### src/hdl/rkd_pkg.sv
// Shared types and constants for the RSA key derivation block.
package rkd_pkg;

  localparam int PRIME_WIDTH_DEF = 32;
  localparam int FIELD_WIDTH     = 32;
  localparam int RESULT_WIDTH    = 64;
  localparam int EXP_WIDTH       = 8;
  localparam int STATUS_WIDTH    = 2;

  localparam logic [EXP_WIDTH-1:0] EXP_RESET = 8'd3;

  localparam logic [STATUS_WIDTH-1:0] ST_OK    = 2'd0;
  localparam logic [STATUS_WIDTH-1:0] ST_EQUAL = 2'd1;
  localparam logic [STATUS_WIDTH-1:0] ST_NOINV = 2'd2;

  typedef struct packed {
    logic [FIELD_WIDTH-1:0] prime_p;
    logic [FIELD_WIDTH-1:0] prime_q;
  } key_in_t;

  typedef struct packed {
    logic [RESULT_WIDTH-1:0] modulus;
    logic [RESULT_WIDTH-1:0] private_exp;
    logic [STATUS_WIDTH-1:0] status;
  } key_out_t;

  typedef enum logic {
    ALU_ADD,
    ALU_SUB
  } alu_op_t;

  typedef struct packed {
    alu_op_t op;
  } alu_ctrl_t;

  typedef enum logic [3:0] {
    S_IDLE,
    S_MULN,
    S_MULT,
    S_CHECK,
    S_TEST,
    S_DIV,
    S_UPD,
    S_MAG,
    S_NEG,
    S_DONE
  } rkd_state_t;

endpackage

### src/hdl/rkd_alu.sv
// Shared add/subtract unit used by every Euclid and reduction step.
module rkd_alu import rkd_pkg::*; #(
  parameter int WIDTH = 2 * PRIME_WIDTH_DEF
) (
  input  logic [WIDTH-1:0] a,
  input  logic [WIDTH-1:0] b,
  input  alu_ctrl_t        ctrl,
  output logic [WIDTH-1:0] sum,
  output logic             carry
);

  logic             sub;
  logic [WIDTH-1:0] b_eff;

  assign sub   = (ctrl.op == ALU_SUB);
  assign b_eff = sub ? ~b : b;

  // On subtract, carry high means a >= b.
  assign {carry, sum} = {1'b0, a} + {1'b0, b_eff} + (WIDTH + 1)'(sub);

endmodule

### src/hdl/rkd_mul.sv
// Shared multiplier for the modulus and the totient.
module rkd_mul import rkd_pkg::*; #(
  parameter int PRIME_WIDTH = PRIME_WIDTH_DEF
) (
  input  logic [PRIME_WIDTH-1:0]   a,
  input  logic [PRIME_WIDTH-1:0]   b,
  output logic [2*PRIME_WIDTH-1:0] prod
);

  assign prod = (2 * PRIME_WIDTH)'(a) * (2 * PRIME_WIDTH)'(b);

endmodule

### src/hdl/rkd_core.sv
// Sequencer and datapath: products, extended Euclid and result register.
module rkd_core import rkd_pkg::*; #(
  parameter int PRIME_WIDTH = PRIME_WIDTH_DEF
) (
  input  logic                 clk,
  input  logic                 rst,
  input  logic                 start,
  output logic                 idle,
  input  key_in_t              item,
  input  logic [EXP_WIDTH-1:0] exp_e,
  output logic                 out_valid,
  input  logic                 out_ready,
  output key_out_t             out_data
);

  localparam int MW = 2 * PRIME_WIDTH;
  localparam int CW = $clog2(MW + 1);

  rkd_state_t state, state_next;

  logic [PRIME_WIDTH-1:0] p, q;
  logic [EXP_WIDTH-1:0]   e;
  logic [MW-1:0]          n, tot;
  logic [MW-1:0]          ra;
  logic [EXP_WIDTH-1:0]   rb;
  logic [MW-1:0]          u0, u1, acc, dsh;
  logic [EXP_WIDTH-1:0]   rem;
  logic [CW-1:0]          cnt;
  logic                   idx, first;
  logic [MW-1:0]          res_d;
  logic [STATUS_WIDTH-1:0] res_status;

  logic [PRIME_WIDTH-1:0] mul_a, mul_b;
  logic [MW-1:0]          prod;
  logic [MW-1:0]          alu_a, alu_b, alu_sum;
  logic                   alu_carry;
  alu_ctrl_t              alu_ctrl;

  logic [EXP_WIDTH:0]     rem_sh;
  logic                   ge;
  logic [EXP_WIDTH-1:0]   rem_step;

  rkd_mul #(.PRIME_WIDTH(PRIME_WIDTH)) u_mul (
    .a    (mul_a),
    .b    (mul_b),
    .prod (prod)
  );

  rkd_alu #(.WIDTH(MW)) u_alu (
    .a     (alu_a),
    .b     (alu_b),
    .ctrl  (alu_ctrl),
    .sum   (alu_sum),
    .carry (alu_carry)
  );

  // Restoring division by the 8-bit divisor, one quotient bit a cycle.
  assign rem_sh   = {rem, dsh[MW-1]};
  assign ge       = (rem_sh >= {1'b0, rb});
  assign rem_step = ge ? EXP_WIDTH'(rem_sh - {1'b0, rb}) : rem_sh[EXP_WIDTH-1:0];

  assign mul_a = (state == S_MULN) ? p : p - PRIME_WIDTH'(1);
  assign mul_b = (state == S_MULN) ? q : q - PRIME_WIDTH'(1);

  assign idle = (state == S_IDLE);

  always_ff @(posedge clk) begin
    if (rst) begin
      state <= S_IDLE;
    end else begin
      state <= state_next;
    end
  end

  always_comb begin
    state_next  = state;
    alu_ctrl.op = ALU_ADD;
    alu_a       = u0;
    alu_b       = acc;
    case (state)
      S_IDLE: begin
        if (start) begin
          state_next = S_MULN;
        end
      end
      S_MULN:  state_next = S_MULT;
      S_MULT:  state_next = S_CHECK;
      S_CHECK: begin
        if (p == q || tot == '0) begin
          state_next = S_DONE;
        end else begin
          state_next = S_TEST;
        end
      end
      S_TEST: begin
        if (rb != '0) begin
          state_next = S_DIV;
        end else if (ra == MW'(1)) begin
          state_next = S_MAG;
        end else begin
          state_next = S_DONE;
        end
      end
      S_DIV: begin
        // Horner accumulation of quotient times u1.
        alu_a = {acc[MW-2:0], 1'b0};
        alu_b = ge ? u1 : '0;
        if (cnt == CW'(1)) begin
          state_next = S_UPD;
        end
      end
      S_UPD:   state_next = S_TEST;
      S_MAG: begin
        alu_ctrl.op = ALU_SUB;
        alu_a       = u0;
        alu_b       = tot;
        state_next  = S_NEG;
      end
      S_NEG: begin
        alu_ctrl.op = ALU_SUB;
        alu_a       = tot;
        alu_b       = u0;
        state_next  = S_DONE;
      end
      S_DONE: begin
        if (!out_valid || out_ready) begin
          state_next = S_IDLE;
        end
      end
      default: state_next = S_IDLE;
    endcase
  end

  always_ff @(posedge clk) begin
    case (state)
      S_IDLE: begin
        if (start) begin
          p <= item.prime_p[PRIME_WIDTH-1:0];
          q <= item.prime_q[PRIME_WIDTH-1:0];
          e <= exp_e;
        end
      end
      S_MULN: n <= prod;
      S_MULT: tot <= prod;
      S_CHECK: begin
        res_d <= '0;
        if (p == q) begin
          res_status <= ST_EQUAL;
          n          <= '0;
        end else if (tot == '0) begin
          res_status <= ST_NOINV;
        end
        ra    <= tot;
        rb    <= e;
        u0    <= '0;
        u1    <= MW'(1);
        idx   <= 1'b0;
        first <= 1'b1;
      end
      S_TEST: begin
        rem <= '0;
        acc <= '0;
        if (first) begin
          dsh <= ra;
          cnt <= CW'(MW);
        end else begin
          dsh <= {ra[EXP_WIDTH-1:0], (MW - EXP_WIDTH)'(0)};
          cnt <= CW'(EXP_WIDTH);
        end
        if (rb == '0) begin
          res_d      <= '0;
          res_status <= ST_NOINV;
        end
      end
      S_DIV: begin
        rem <= rem_step;
        acc <= alu_sum;
        dsh <= {dsh[MW-2:0], 1'b0};
        cnt <= cnt - CW'(1);
      end
      S_UPD: begin
        ra    <= MW'(rb);
        rb    <= rem;
        u0    <= u1;
        u1    <= alu_sum;
        idx   <= ~idx;
        first <= 1'b0;
      end
      S_MAG: begin
        // Reduce the coefficient magnitude modulo the totient.
        if (alu_carry) begin
          u0 <= alu_sum;
        end
      end
      S_NEG: begin
        // Even index means a negative coefficient: add the totient.
        res_status <= ST_OK;
        if (idx || u0 == '0) begin
          res_d <= u0;
        end else begin
          res_d <= alu_sum;
        end
      end
      default: ;
    endcase
  end

  always_ff @(posedge clk) begin
    if (rst) begin
      out_valid <= 1'b0;
    end else if (state == S_DONE && (!out_valid || out_ready)) begin
      out_valid <= 1'b1;
    end else if (out_ready) begin
      out_valid <= 1'b0;
    end
  end

  always_ff @(posedge clk) begin
    if (state == S_DONE && (!out_valid || out_ready)) begin
      out_data.modulus     <= RESULT_WIDTH'(n);
      out_data.private_exp <= RESULT_WIDTH'(res_d);
      out_data.status      <= res_status;
    end
  end

endmodule

### src/hdl/rsa_key_derivation.sv
// Top level: public exponent register and the key derivation core.
//
// Input channel in_valid/in_ready/in_data carries the primes p and q; only
// the low PRIME_WIDTH bits of each are used. Output channel
// out_valid/out_ready/out_data returns one item per input: modulus n = p*q,
// private exponent d and a status code (ok, primes equal, not invertible).
// The config channel cfg_valid/cfg_ready/cfg_data writes the public
// exponent; it is always ready and should only be written while idle.
// An item goes through the products and checks, then the first Euclid step
// (wide remainder by the 8-bit exponent), then later Euclid steps on 8-bit
// remainders (at most 11), then a final test that sees the zero remainder,
// the reduction and the output register; the reduction is skipped when e
// has no inverse. Equal primes or a zero totient skip Euclid; a zero
// exponent stops at the first test. Each division is bit-serial on the
// shared adder. in_ready is high only while the sequencer is idle, so a new
// item is taken only once the previous one has left the sequencer. A
// finished result sits in the output register; the sequencer accepts the
// next item meanwhile and holds its own result until the register frees
// up. Reset clears the sequencer and output valid and sets the exponent to 3.
module rsa_key_derivation import rkd_pkg::*; #(
  parameter int PRIME_WIDTH = PRIME_WIDTH_DEF
) (
  input  logic                 clk,
  input  logic                 rst,
  input  logic                 in_valid,
  output logic                 in_ready,
  input  key_in_t              in_data,
  output logic                 out_valid,
  input  logic                 out_ready,
  output key_out_t             out_data,
  input  logic                 cfg_valid,
  output logic                 cfg_ready,
  input  logic [EXP_WIDTH-1:0] cfg_data
);

  logic [EXP_WIDTH-1:0] public_exp;
  logic                 idle;

  assign cfg_ready = 1'b1;
  assign in_ready  = idle;

  always_ff @(posedge clk) begin
    if (rst) begin
      public_exp <= EXP_RESET;
    end else if (cfg_valid && cfg_ready) begin
      public_exp <= cfg_data;
    end
  end

  rkd_core #(.PRIME_WIDTH(PRIME_WIDTH)) u_core (
    .clk       (clk),
    .rst       (rst),
    .start     (in_valid && in_ready),
    .idle      (idle),
    .item      (in_data),
    .exp_e     (public_exp),
    .out_valid (out_valid),
    .out_ready (out_ready),
    .out_data  (out_data)
  );

endmodule
### config.mk
export PLATFORM = sky130hd
export DESIGN_NAME = rsa_key_derivation
export DESIGN_NICKNAME = d
export VERILOG_FILES = /design/src/hdl/rkd_pkg.sv /design/src/hdl/rkd_alu.sv /design/src/hdl/rkd_mul.sv /design/src/hdl/rkd_core.sv /design/src/hdl/rsa_key_derivation.sv
export SDC_FILE = /design/constraint.sdc
export NUM_CORES = 2
export LEC_CHECK = 0
export BUFFER_PORTS_ARGS = -buffer_cell sky130_fd_sc_hd__buf_2
export CAP_MARGIN = 20
export CORE_MARGIN = 2
export CORE_UTILIZATION = 40
export DETAILED_ROUTE_END_ITERATION = 8
export GPL_TIMING_DRIVEN = 0
export PLACE_DENSITY = 0.62
export RECOVER_POWER = 100
export SLEW_MARGIN = 20
export SYNTH_ARGS = -nofsm -noshare
export SYNTH_HDL_FRONTEND = slang
export SYNTH_HIERARCHICAL = 1
export SYNTH_SLANG_ARGS = --single-unit
### constraint.sdc
create_clock -name clk -period 9.5 [get_ports clk]
set_clock_uncertainty 0.1 [all_clocks]
set_input_delay 1.425 -clock clk [delete_from_list [all_inputs] [get_ports clk]]
set_output_delay 1.425 -clock clk [all_outputs]
set_load 0.1 [all_outputs]
* Yosys cells after proc, flatten, opt, wreduce, memory -nomap -nowiden
Cells that the tools add are included.
** Word-level totals
- Bits in registers :: 754
- Bits in latches :: 0
- Memory bits (writable) :: 0
- Bits in read-only memories :: 0
- Bits of input ports :: 77
- Output and inout bits :: 133
- Logic and storage cells :: 115
- Memories kept :: 0
** Operators by class
- Add/sub/neg operators :: 6
- $mul :: 1
- Divide/modulo/power cells :: 0
- Order comparisons :: 1
- Equality and inequality tests :: 19
- Shift operators :: 0
- Muxes and demuxes :: 39
- Bitwise operators :: 2
- Reduce and logical (&&, ||, !) cells :: 24
** Operators with widths (number)
- 64-bit one-hot mux with 2 select lines :: 6
- 64-bit one-hot mux with 3 select lines :: 3
- 64-bit two-way mux :: 7
- 64-bit logical NOT :: 2
- 64-bit by 64-bit adder with 65-bit output :: 1
- 65-bit by 1-bit adder with 65-bit output :: 1
- 64-bit by 1-bit == test with 1-bit output, second input constant :: 1
- 32-bit by 32-bit multiplier with 64-bit output :: 1
- 32-bit two-way mux :: 2
- 64-bit inverter :: 1
- 32-bit by 1-bit subtractor with 32-bit output, second input constant :: 2
- 4-bit one-hot mux with 10 select lines :: 1
- 32-bit == test :: 1
- 8-bit one-hot mux with 2 select lines :: 2
- 4-bit two-way mux :: 6
- 4-bit by 3-bit == test with 1-bit output, second input constant :: 4
- 7-bit one-hot mux with 2 select lines :: 1
- 2-bit by 1-bit != test with 1-bit output, second input constant :: 6
- 9-bit by 8-bit >= comparator with 1-bit output :: 1
- 4-bit by 2-bit == test with 1-bit output, second input constant :: 2
- 4-bit == test, second input constant :: 2
- 8-bit logical NOT :: 1
- 8-bit two-way mux :: 1
- 2-bit AND reduction :: 4
- other kinds (20) :: 33

* Logic depth before layout (Yosys ltp)
- Word-level depth :: 9
- Gate-level depth with buffers :: 36
- Mapped depth without buffers :: 33

* By module
The synthesis kept the hierarchy.
** Modules (own cells, without submodules)
- rkd_mul :: times used 1, cells each 3716, area each 33463.3 um2, seq. area each 0.0 um2
- rkd_core :: times used 1, cells each 2484, area each 32712.6 um2, seq. area each 22351.4 um2
- rkd_alu :: times used 1, cells each 629, area each 4528.1 um2, seq. area each 0.0 um2
- rsa_key_derivation :: times used 1, cells each 29, area each 310.3 um2, seq. area each 160.2 um2

* Worst setup path before layout
Ideal clock, no wire load.
- Path kind :: register -> register
- Start point :: register u_core.p[5]
- End point :: register u_core.n[52] (data pin)
- Library setup time :: 0.255 ns
- Data arrival time :: 8.618 ns
- Data required time :: 9.145 ns
- Path slack :: 0.528 ns
- Stages on the path, launching flop included :: 33
- Path buffers :: 2
- Period minus slack after synthesis :: 8.972 ns
- Path through :: edfxtp_1 -> or4_4 -> nor3_2 -> nand2_1 -> nor2_1 -> nor4b_1 -> xor2_1 -> clkbuf_1 -> nand2_1 -> fa_1 -> inv_1 -> fa_1 -> inv_1 -> fa_1 -> inv_1 -> fa_1 -> fa_1 -> fa_1 -> fa_1 -> inv_1 -> fa_1 -> inv_1 -> ha_1 -> clkbuf_1 -> a21oi_1 -> inv_1 -> o31ai_1 -> o311ai_0 -> a31oi_1 -> o21a_1 -> o21ai_0 -> xor2_1 -> and2_1
** On the way
- Word-level cells in the longest chain between the ends :: 4
** RTL lines
- from (decl) :: line rkd_core.sv:21 : logic [PRIME_WIDTH-1:0] p, q;
- from (signal assigned) :: line rkd_core.sv:138 : p <= item.prime_p[PRIME_WIDTH-1:0];
- 32-bit by 1-bit subtractor with 32-bit output :: line rkd_core.sv:62 : assign mul_a = (state == S_MULN) ? p : p - PRIME_WIDTH'(1);
- 32-bit two-way mux :: line rkd_core.sv:62
- net u_core.mul_a[22] :: line rkd_core.sv:33 : logic [PRIME_WIDTH-1:0] mul_a, mul_b;
- 32-bit by 32-bit multiplier with 64-bit output :: line rkd_mul.sv:10 : assign prod = (2 * PRIME_WIDTH)'(a) * (2 * PRIME_WIDTH)'(b);
- net u_core.prod[52] :: line rkd_core.sv:34 : logic [MW-1:0] prod;
- 64-bit one-hot mux with 2 select lines :: line rkd_core.sv:135 : case (state)
- to (signal assigned) :: line rkd_core.sv:143 : S_MULN: n <= prod;
- to (decl) :: line rkd_core.sv:23 : logic [MW-1:0] n, tot;
The timed path passes the listed nets, and every way through them passes these cells.
A chain may end at the register's enable or synchronous reset.

* Final worst setup path
- Start point :: register u_core.p[5]
- End point :: register u_core.n[56] (data pin)
Same word-level chain as after synthesis.

==> impl_results.md <==
- Mapped cell area: 71,010 um2
- Violated checks: capacitance limit, slew limit, setup timing
- Period minus WS final: 9815 ps
- Post-synthesis cell count: 6,858
- Worst Slack Setup Final: -315.1 ps
- Die Y: 425.4 um
- CP arrival: 10,180 ps
- Final hold violation count: 0
- Avg WL per Cell: 30.00 um
- Rows: 154
- Yosys top cell area share: 31.33%
- CTS sink cnt: 754
- Max H-tree Level: 3
- Vias in the first global route: 57,790
- FF-to-FF Start: u_core/p[5]
- Synth async-reset ratio: 0%
- Slew HR: -111.3%
- Dpl hpwl: 231,400 um
- Hold depth: 0
- Routed wire length: 295,600 um
- CTS tree: built
- Setup-failing EPs final: 75
- Top-count cell post-synth: nand2_1
- CP max-delay cell: fa_2
- Worst-skew pair later-pin latency: 740 ps
- Register Area: 22,510 um2
- CTS Hold Bufs: 0
- Initial DRC Count: 6,350
- Detail Route Antenna Nets: 0
- Hold endpoint: u_core/out_data[9]
- Synth Net Count: 8,177
- RD Place Congestion: 1.045
- Top cells by count, synth: nand2_1 (983), inv_1 (899), fa_1 (898)
- DIE AREA: 180,900 um2
- IO Port Bufs: 207
- Worst-Margin Slew: 3169 ps
- First-pass GRT wire length: 414,500 um
- Number of cells on the worst reg-to-reg path: 33
- Pins Over Slew Limit: 441
- RR Endpoint: u_core/n[56]
- Yosys warns: 6
- Critical path peak fanout: 6
- Total CTS buffers: 85
- HP Class: reg2reg
- Starting Density: 40.28%
- TNS Setup: -11,310 ps
- Hold Crit Start: u_core/res_d[7]
- Unrepaired setup endpoints after global routing: true
- Worst-path clk slew: 60 ps
- MaxCap Viol Count: 11
- Crit path launch type: register
- Req. time, crit path: 9860 ps
- Die width: 425.4 um
- Count of cell types in the netlist: 100
- Drc violations: 0
- Routed vias: 56,390
- Max Fclk: 0.1019 GHz
- Main synth FF type: edfxtp_1
- Filler instances: 16,440
- Register bit total from synthesis: 754
- Flop2flop setup slack: -320 ps
- Largest net degree at the start of global routing: 55
- CTS Buffer Depth: 3
- Root Driver: clkbuf_16
- Top cells by area, synth: edfxtp_1 (31%), fa_1 (25%), and2_1 (7.0%)
- Synth area leader: edfxtp_1
- Area of the multi-input gates: 45,820 um2
- CP Capture Type: register
- Pre-Repair DR Iteration Count: 7
- CORE AREA: 176,300 um2
- Initial antenna violation count: 14
- GRT overflow: 0
- Layout Nets: 8,752
- Vias per std cell: 5.722
- Status: complete, but fails checks
- Delay of the slowest critical-path stage: 670 ps
- Final Hold Slack: 317.3 ps
- Io pins: 210
- GRT Overall Usage: 32.38%
- Crit Path Class: reg2reg
- Area growth from synthesis to final layout: 17.82%
- Number of flops mapped to enable cells by yosys: 741
- Tcrit/Tclk final: 103.3%
- Mean Syn Cell Area: 10.35 um2
- Sequential fraction of the synthesis area: 31.70%
- Layout cell share with drive strength beyond 1: 14.33%
-- worst max-delay path, delay by kind of cell, from the launching register on --
| kind | cells | cell delay (ps) |
|---|---|---|
| AOI/OAI and AO/OA | 3 | 360 |
| xor gates and xnor gates | 2 | 440 |
| adders and majority gates | 9 | 4630 |
| buffers and inverters | 10 | 1300 |
| DFF | 1 | 410 |
| and+or+nand+nor | 9 | 2290 |
-- worst max path at each step --
| stage | start | cells after the start | to | slack [ps] |
|---|---|---|---|---|
| final | u_core/p[5] | 33 | u_core/n[56] | -320 |
| after global routing | u_core/p[5] | 34 | u_core/n[50] | -440 |
| after CTS | u_core/p[6] | 33 | u_core/n[52] | -230 |
| after detailed placement | u_core/q[3] | 30 | u_core/n[61] | -3180 |
| after global placement | u_core/state[1] | 30 | u_core/n[61] | -3770 |
| after floorplan | u_core/p[5] | 32 | u_core/n[52] | 530 |
-- final cells by class --
cell class                      instances  share of cell area [%]
Clock buffer                           98                   2.662
Sequential cell                       754                   26.91
Buffer                                404                   3.167
Tap cell                             2340                   3.499
Clock inverter                         56                  0.6789
Multi-Input combinational cell       4788                   54.76
Timing Repair Buffer                  501                   4.250
Antenna cell                           14                 0.04187
Inverter                              899                   4.033
-- cells in the final DEF, fill, tap and decap left out, types with 91 or more instances in the layout --
cell type and n:
a21oi_1 212, inv_1 860, ha_1 318, clkbuf_1 376
nand2_1 965, nand3_1 93, buf_4 209, nor2_1 111
xor2_1 111, xnor2_1 101, and2_1 676, clkbuf_16 96
and2_0 91, fa_1 835, edfxtp_1 741
-- routing by layer --
metal,routed length [um],global-route usage (%)
met3,28350,7.463
met2,132900,51.24
met5,124,0
met4,27230,23.71
met1,107000,38.66
-- what timing repair did --
item                       4_1_cts  5_1_grt
pin swaps                       69      201
setup endpoints to repair       97       69
setup buffers                  152      111
gates cloned                     1        1
gates resized for setup        595      410
-- state kept, by name, indices dropped and copies added, names as in the netlist, 7 cells and up --
signal / count
u_core/n: 64
u_core/rb: 8
u_core/ra: 64
u_core/out_data: 130
u_core/tot: 64
u_core/dsh: 64
u_core/u0: 64
u_core/p: 32
u_core/q: 32
u_core/cnt: 7
u_core/e: 8
u_core/u1: 64
u_core/acc: 64
u_core/rem: 8
public_exp: 8
u_core/res_d: 64
-- stage by stage --
stage	utilization (%)	setup slack [ps]	instances	instance area (um2)
floorplan	-	527.6	6858	71010
finish	47.46	-315.1	9854	83670
global route	47.44	-442.5	9841	83640
global placement	42.53	-3768	9405	74980
CTS	46.71	-227.4	9738	82350
detailed placement	42.96	-3180	9438	75740
-- logic make-up after synthesis --
kind of cell,after synthesis,synth area share [%]
simple gates,2329,16.58
buf+inv,1317,7.035
fa+ha+maj,1243,31.39
compound gates,910,9.484
flops,754,31.70
xor+xnor,287,3.540
mux,17,0.2608
other cells,1,0.005281
Power is left out: the tool's default activity adds up to more than one toggle a clock period on the data nets, which glitch-free logic cannot reach.
